## src/rtl/agcd_pkg.sv

```systemverilog
// Shared types, widths and the microcode program of the array GCD engine.
// Used by agcd_seq, agcd_datapath, array_gcd_engine, agcd_checker and the testbench; depends on nothing.
package agcd_pkg;

  localparam int MAX_ITEMS = 64;
  localparam int VAL_W     = 31;
  localparam int IDX_W     = $clog2(MAX_ITEMS);
  localparam int CNT_W     = IDX_W + 1;
  localparam int SHIFT_W   = $clog2(VAL_W);
  localparam int PC_W      = 3;

  typedef struct packed {
    logic [VAL_W-1:0] value;
    logic             last;
  } item_t;

  typedef struct packed {
    logic [VAL_W-1:0] divisor;
    logic             overflow;
  } result_t;

  // Datapath operation selected by the current control word.
  typedef enum logic [2:0] {
    OP_NONE,
    OP_TAKE,
    OP_INIT,
    OP_LOAD,
    OP_STEP,
    OP_MERGE,
    OP_EMIT
  } op_t;

  // Jump condition: when true the sequencer goes to the target step,
  // otherwise to the next step in the program.
  typedef enum logic [2:0] {
    C_NEVER,
    C_ALWAYS,
    C_NO_LAST,
    C_IDX_END,
    C_GCD_BUSY,
    C_OUT_FULL
  } cond_t;

  typedef struct packed {
    op_t             op;
    cond_t           cond;
    logic [PC_W-1:0] target;
  } ctrl_word_t;

  typedef struct packed {
    logic in_last;
    logic idx_end;
    logic gcd_busy;
    logic out_full;
  } status_t;

  localparam logic [PC_W-1:0] S_WAIT  = PC_W'(0);
  localparam logic [PC_W-1:0] S_INIT  = PC_W'(1);
  localparam logic [PC_W-1:0] S_CHECK = PC_W'(2);
  localparam logic [PC_W-1:0] S_LOAD  = PC_W'(3);
  localparam logic [PC_W-1:0] S_STEP  = PC_W'(4);
  localparam logic [PC_W-1:0] S_MERGE = PC_W'(5);
  localparam logic [PC_W-1:0] S_HOLD  = PC_W'(6);
  localparam logic [PC_W-1:0] S_EMIT  = PC_W'(7);

  // The control store. Stepping past the last word wraps to the first.
  function automatic ctrl_word_t microcode(input logic [PC_W-1:0] pc);
    ctrl_word_t w;
    unique case (pc)
      S_WAIT:  w = '{op: OP_TAKE,  cond: C_NO_LAST,  target: S_WAIT};
      S_INIT:  w = '{op: OP_INIT,  cond: C_NEVER,    target: S_WAIT};
      S_CHECK: w = '{op: OP_NONE,  cond: C_IDX_END,  target: S_HOLD};
      S_LOAD:  w = '{op: OP_LOAD,  cond: C_NEVER,    target: S_WAIT};
      S_STEP:  w = '{op: OP_STEP,  cond: C_GCD_BUSY, target: S_STEP};
      S_MERGE: w = '{op: OP_MERGE, cond: C_ALWAYS,   target: S_CHECK};
      S_HOLD:  w = '{op: OP_NONE,  cond: C_OUT_FULL, target: S_HOLD};
      S_EMIT:  w = '{op: OP_EMIT,  cond: C_ALWAYS,   target: S_WAIT};
      default: w = '{op: OP_NONE,  cond: C_ALWAYS,   target: S_WAIT};
    endcase
    return w;
  endfunction

endpackage

```

## src/rtl/agcd_seq.sv

```systemverilog
// Microcode sequencer: step counter, control store lookup and jump logic.
// Depends on agcd_pkg for the control word, status and program.
module agcd_seq (
  input  logic                clk,
  input  logic                rst,
  input  agcd_pkg::status_t   status,
  output agcd_pkg::ctrl_word_t word
);

  logic [agcd_pkg::PC_W-1:0] pc;
  logic [agcd_pkg::PC_W-1:0] pc_next;
  logic                      taken;

  assign word = agcd_pkg::microcode(pc);

  always_comb begin
    unique case (word.cond)
      agcd_pkg::C_NEVER:    taken = 1'b0;
      agcd_pkg::C_ALWAYS:   taken = 1'b1;
      agcd_pkg::C_NO_LAST:  taken = !status.in_last;
      agcd_pkg::C_IDX_END:  taken = status.idx_end;
      agcd_pkg::C_GCD_BUSY: taken = status.gcd_busy;
      agcd_pkg::C_OUT_FULL: taken = status.out_full;
      default:              taken = 1'b1;
    endcase
  end

  assign pc_next = taken ? word.target : pc + agcd_pkg::PC_W'(1);

  always_ff @(posedge clk) begin
    if (rst) begin
      pc <= agcd_pkg::S_WAIT;
    end else begin
      pc <= pc_next;
    end
  end

endmodule

```

## src/rtl/agcd_datapath.sv

```systemverilog
// Datapath: member memory, member counter, binary GCD registers and the
// output register. Each operation is chosen by the sequencer's control word.
// Depends on agcd_pkg.
module agcd_datapath (
  input  logic                 clk,
  input  logic                 rst,
  input  agcd_pkg::ctrl_word_t word,
  input  logic                 item_valid,
  input  agcd_pkg::item_t      item,
  output logic                 item_stall,
  output logic                 result_valid,
  input  logic                 result_stall,
  output agcd_pkg::result_t    result,
  output agcd_pkg::status_t    status
);

  logic [agcd_pkg::VAL_W-1:0]   mem [agcd_pkg::MAX_ITEMS];
  logic [agcd_pkg::VAL_W-1:0]   rd_data;
  logic [agcd_pkg::CNT_W-1:0]   count;
  logic                         too_many;
  logic [agcd_pkg::CNT_W-1:0]   idx;
  logic [agcd_pkg::VAL_W-1:0]   g;
  logic [agcd_pkg::VAL_W-1:0]   a;
  logic [agcd_pkg::VAL_W-1:0]   b;
  logic [agcd_pkg::SHIFT_W-1:0] k;
  logic                         take;
  logic                         room;
  logic                         busy;

  assign item_stall = (word.op != agcd_pkg::OP_TAKE);
  assign take       = item_valid && !item_stall;
  assign room       = (count < agcd_pkg::CNT_W'(agcd_pkg::MAX_ITEMS));
  assign busy       = (a != '0) && (b != '0);

  assign status.in_last  = take && item.last;
  assign status.idx_end  = (idx == count);
  assign status.gcd_busy = busy;
  assign status.out_full = result_valid && result_stall;

  always_ff @(posedge clk) begin
    if (take && room) begin
      mem[count[agcd_pkg::IDX_W-1:0]] <= item.value;
    end
    rd_data <= mem[idx[agcd_pkg::IDX_W-1:0]];
  end

  // Control state: fill count, drop flag and output valid.
  always_ff @(posedge clk) begin
    if (rst) begin
      count        <= '0;
      too_many     <= 1'b0;
      result_valid <= 1'b0;
    end else begin
      if (result_valid && !result_stall) begin
        result_valid <= 1'b0;
      end
      unique case (word.op)
        agcd_pkg::OP_TAKE: begin
          if (take) begin
            if (room) begin
              count <= count + agcd_pkg::CNT_W'(1);
            end else begin
              too_many <= 1'b1;
            end
          end
        end
        agcd_pkg::OP_EMIT: begin
          count        <= '0;
          too_many     <= 1'b0;
          result_valid <= 1'b1;
        end
        default: ;
      endcase
    end
  end

  // Binary GCD: one halving or subtract-and-halve per step, with the
  // common factors of two counted in k and restored at the merge.
  always_ff @(posedge clk) begin
    unique case (word.op)
      agcd_pkg::OP_INIT: begin
        g   <= '0;
        idx <= '0;
      end
      agcd_pkg::OP_LOAD: begin
        a <= g;
        b <= rd_data;
        k <= '0;
      end
      agcd_pkg::OP_STEP: begin
        if (busy) begin
          case ({a[0], b[0]})
            2'b00: begin
              a <= a >> 1;
              b <= b >> 1;
              k <= k + agcd_pkg::SHIFT_W'(1);
            end
            2'b01: a <= a >> 1;
            2'b10: b <= b >> 1;
            default: begin
              if (a >= b) begin
                a <= (a - b) >> 1;
              end else begin
                b <= (b - a) >> 1;
              end
            end
          endcase
        end
      end
      agcd_pkg::OP_MERGE: begin
        g   <= (a | b) << k;
        idx <= idx + agcd_pkg::CNT_W'(1);
      end
      agcd_pkg::OP_EMIT: begin
        result.divisor  <= g;
        result.overflow <= too_many;
      end
      default: ;
    endcase
  end

endmodule

```

## src/rtl/array_gcd_engine.sv

```systemverilog
// Top level of the array GCD engine: connects the microcode sequencer and
// the datapath. Depends on agcd_pkg, agcd_seq and agcd_datapath.
//
// Usage: set members arrive on the item channel (valid/stall), one value per
// request, the final member flagged by last. Up to 64 members are stored;
// further members are dropped and flag overflow in the result. The request
// carrying last produces one request on the result channel with the GCD of
// the stored members (zeros do not count, an all-zero set gives 0).
// Timing: members without last are taken one every cycle while the engine waits.
// After last the sequencer runs a binary GCD over the stored members, one
// step per cycle: each member goes through CHECK, LOAD, the STEP loop and
// MERGE; after the last merge come CHECK, HOLD and EMIT, which loads the
// result. The item channel stalls for that whole time; all members share a
// single GCD step unit. The result sits in an output register, so a stalled
// receiver holds it there; a following set can be taken meanwhile, and its
// result waits for the register to empty.
// Reset (rst, synchronous) empties the set, clears overflow and the output.
module array_gcd_engine (
  input  logic              clk,
  input  logic              rst,
  input  logic              item_valid,
  output logic              item_stall,
  input  agcd_pkg::item_t   item,
  output logic              result_valid,
  input  logic              result_stall,
  output agcd_pkg::result_t result
);

  agcd_pkg::ctrl_word_t word;
  agcd_pkg::status_t    status;

  agcd_seq u_seq (
    .clk    (clk),
    .rst    (rst),
    .status (status),
    .word   (word)
  );

  agcd_datapath u_datapath (
    .clk          (clk),
    .rst          (rst),
    .word         (word),
    .item_valid   (item_valid),
    .item         (item),
    .item_stall   (item_stall),
    .result_valid (result_valid),
    .result_stall (result_stall),
    .result       (result),
    .status       (status)
  );

endmodule

```

## config.mk

```make
export PLATFORM = sky130hd
export DESIGN_NAME = array_gcd_engine
export DESIGN_NICKNAME = d
export VERILOG_FILES = /design/src/rtl/agcd_pkg.sv /design/src/rtl/agcd_seq.sv /design/src/rtl/agcd_datapath.sv /design/src/rtl/array_gcd_engine.sv
export SDC_FILE = /design/constraint.sdc
export NUM_CORES = 2
export LEC_CHECK = 0
export BUFFER_PORTS_ARGS = -buffer_cell sky130_fd_sc_hd__buf_4
export CAP_MARGIN = 30
export CORE_UTILIZATION = 63
export DETAILED_ROUTE_END_ITERATION = 6
export PLACE_DENSITY = 0.79
export SLEW_MARGIN = 0
export SYNTH_ARGS = -nofsm -noshare
export SYNTH_HDL_FRONTEND = slang
export SYNTH_HIERARCHICAL = 1
export SYNTH_SLANG_ARGS = --single-unit
```

## constraint.sdc

```tcl
create_clock -name clk -period 5.7 [get_ports clk]
set_clock_uncertainty 0.15 [all_clocks]
set_input_delay 0.57 -clock clk [delete_from_list [all_inputs] [get_ports clk]]
set_output_delay 0.57 -clock clk [all_outputs]
set_load 0.1 [all_outputs]
```

==> metrics.md <==
| Metric | Value |
|---|---|
| Outcome | `finished clean` |
| Category of the worst setup path launch point | `flop` |
| Ys Warns | `6` |
| Worst-skew pair later-pin latency | `roughly 0.88 ns` |
| Post-CTS Hold Buffers | `2` |
| Layout cells sized above 1 | `0.2477` |
| WL met2 | `approximately 110,000 µm` |
| Core area | `140,000 µm²` |
| Clock slew seen by the registers of the worst setup and hold paths | `~0.070 ns` |
| Count of final setup violators | `0` |
| Tightest Pin Transition | `roughly 1.1 ns` |
| Post-CTS Resized | `0` |
| Met1 WL | `85,420 µm` |
| Arrival @ worst endpoint | `~4.6 ns` |
| DR top layer | `met5` |
| Post-CTS setup repair buffer count | `0` |
| Largest net degree at the start of global routing | `124` |
| Ports | `70` |
| CP max FO | `22` |
| Die Span X | `between 300 and 400 µm` |
| Crit end category | `flop` |
| Number of nets still failing antenna checks after routing | `0` |
| Vias in the first global route | `around 45,000` |
| H-tree depth | `4` |
| WP data required | `6.04 ns` |
| CTS tree | `yes` |
| Post-DR vias/cell | `approximately 7.0` |
| Unrepaired setup endpoints after global routing | `false` |
| Core Rows | `~140` |
| Post-Synthesis Net Count | `about 4,600` |
| Hold crit path type | `primary input to flop` |
| GP Congestion | `around 0.95` |
| Total grt overflow | `0` |
| Fmax | `approximately 0.24 GHz` |
| Synthesis-to-finish area growth | `11.52%` |
| Clock buffer depth | `3` |
| Mapped Avg Cell Area | `20.08 µm²` |
| Clk root buf | `clkbuf_16` |
| Peak supply drop | `0.0002961 V` |
| Drt drc | `0` |
| Synthesized cell area | `about 90,000 µm²` |
| WL final | `~230,000 µm` |
| Initial antenna violation count | `17` |
| Starting Density | `0.6367` |
| Fin crit period | `between 4 and 5 ns` |
| Port Buf Inserts | `69` |
| Via count | `roughly 46,000` |
| Die H | `around 380 µm` |
| First-pass GRT wire length | `roughly 330,000 µm` |
| Mapped Cells | `roughly 4,400` |
| Total track usage | `0.3271` |
| Max Slew Vio Count | `0` |
| Routed wl met3 | `26,320 µm` |
| TritonCTS Sinks | `about 2,200` |
| Average wire per cell in the routed design | `around 34 µm` |
| Final period utilization | `0.7374` |
| Pre-antenna DRT Iters | `5` |
| Pwr/cell area | `around 430 nW/µm²` |
| Final net count | `~4,700` |
| WHS | `around 0.13 ns` |
| Crit Path Class | `flop to flop` |
| Starting DRT DRC Count | `roughly 6,300` |
| Slew HR | `0.2824` |
| Final hold vios | `0` |
| Die area | `143,000 µm²` |
| Final HPWL DP | `approximately 130,000 µm` |
| Cts bufs inserted | `slightly above 200` |
| Setup TNS | `0 ns` |
| Max-cap viol count | `0` |
| Pleak | `32.36 nW` |
placed cells by master, fill, tap and decap left out, types with 10 or more instances in the layout:
cell       instances
edfxtp_1        2121
bufinv_16         23
a21o_1            11
inv_1            104
o31ai_1           10
buf_4            138
nand2_1          103
nand2b_1          10
clkbuf_16        205
o21bai_1          15
o21ai_0           84
clkinv_1          35
a21oi_1          111
nand3_1           24
nor2_1           136
clkinv_2          28
mux4_2           576
a211oi_1          20
xnor2_1           57
mux2i_1          311
xor2_1            15
nand4_1           11
ha_1             101
clkbuf_1          56
dfxtp_1           51
nor2_4            64
nor3_1            29
mux2_2            13
buf_12            29
nor2b_1           26
o21ai_1           22
nor4_1            28
power breakdown:
| part | switching, mW | leakage [nW] | internal [mW] |
|---|---|---|---|
| Combinational | 6.13 | 9.56 | 3.85 |
| Clock | 6.01 | 3.28 | 7.80 |
| Sequential | 0.429 | 19.5 | 18.2 |
| Total | 12.6 | 32.4 | 29.8 |
worst paths after layout:
check                           depth (start not counted)        startpoint                      to  slack, ns
worst max register to register                         12   u_datapath/b[2]        u_datapath/b[14]       1.50
worst min register to register                          0  u_datapath/g[13]   u_datapath/result[14]       0.29
worst max-delay path                                   12   u_datapath/b[2]        u_datapath/b[14]       1.50
worst min-delay path                                    1          item[12]  u_datapath/mem[29][11]       0.13
routing by layer:
layer / vias up / global-route usage
li1: 18390 / -
met1: 24240 / 0.4754
met2: 3119 / 0.4991
met3: 380 / 0.06935
met4: 10 / 0.1163
met5: - / 0
metrics by stage:
stage | utilization | setup slack [ns] | power, mW | cells | area (µm²)
5_1_grt | 0.7100 | 1.292 | 43.61 | 6635 | 99430
4_1_cts | 0.7095 | 1.477 | 42.40 | 6627 | 99360
2_1_floorplan | - | 1.440 | 25.42 | 4441 | 89160
6_report | 0.7100 | 1.497 | 42.40 | 6638 | 99440
3_5_place_dp | 0.6607 | 1.557 | 28.61 | 6247 | 92530
3_3_place_gp | 0.6565 | 1.601 | 28.52 | 6221 | 91950
sequential cells by signal, summed over array words and instances (netlist names):
signal	cells
u_datapath/mem	1984
u_datapath/k	5
u_seq/pc	3
u_datapath/result_valid	1
u_seq/word	8
u_datapath/a	31
u_datapath/g	31
u_datapath/too_many	1
u_datapath/idx	7
u_datapath/result	32
u_datapath/count	7
u_datapath/b	31
u_datapath/rd_data	31
critical path, cell delays in order, from the launching register on:
cell and delay (ns):
edfxtp_1 0.48, inv_1 0.11, ha_1 0.49, inv_1 0.14
a21oi_2 0.21, o211ai_2 0.19, a31oi_4 0.29, o21ai_2 0.14
a31oi_2 0.28, o21ai_2 0.12, a211oi_2 0.34, o211a_1 0.48
buf_4 0.42
final cells by class:
class,count,area (µm²)
repair buffers,181,1919
well taps,1876,2347
fillers,8016,40610
multi-input cells,1915,23220
clock inverters,112,1401
diodes,7,17.52
inverters,109,409.1
clock buffers,266,5409
flip-flops and latches,2172,64710
No activity file was read; power rests on OpenSTA's default activity.
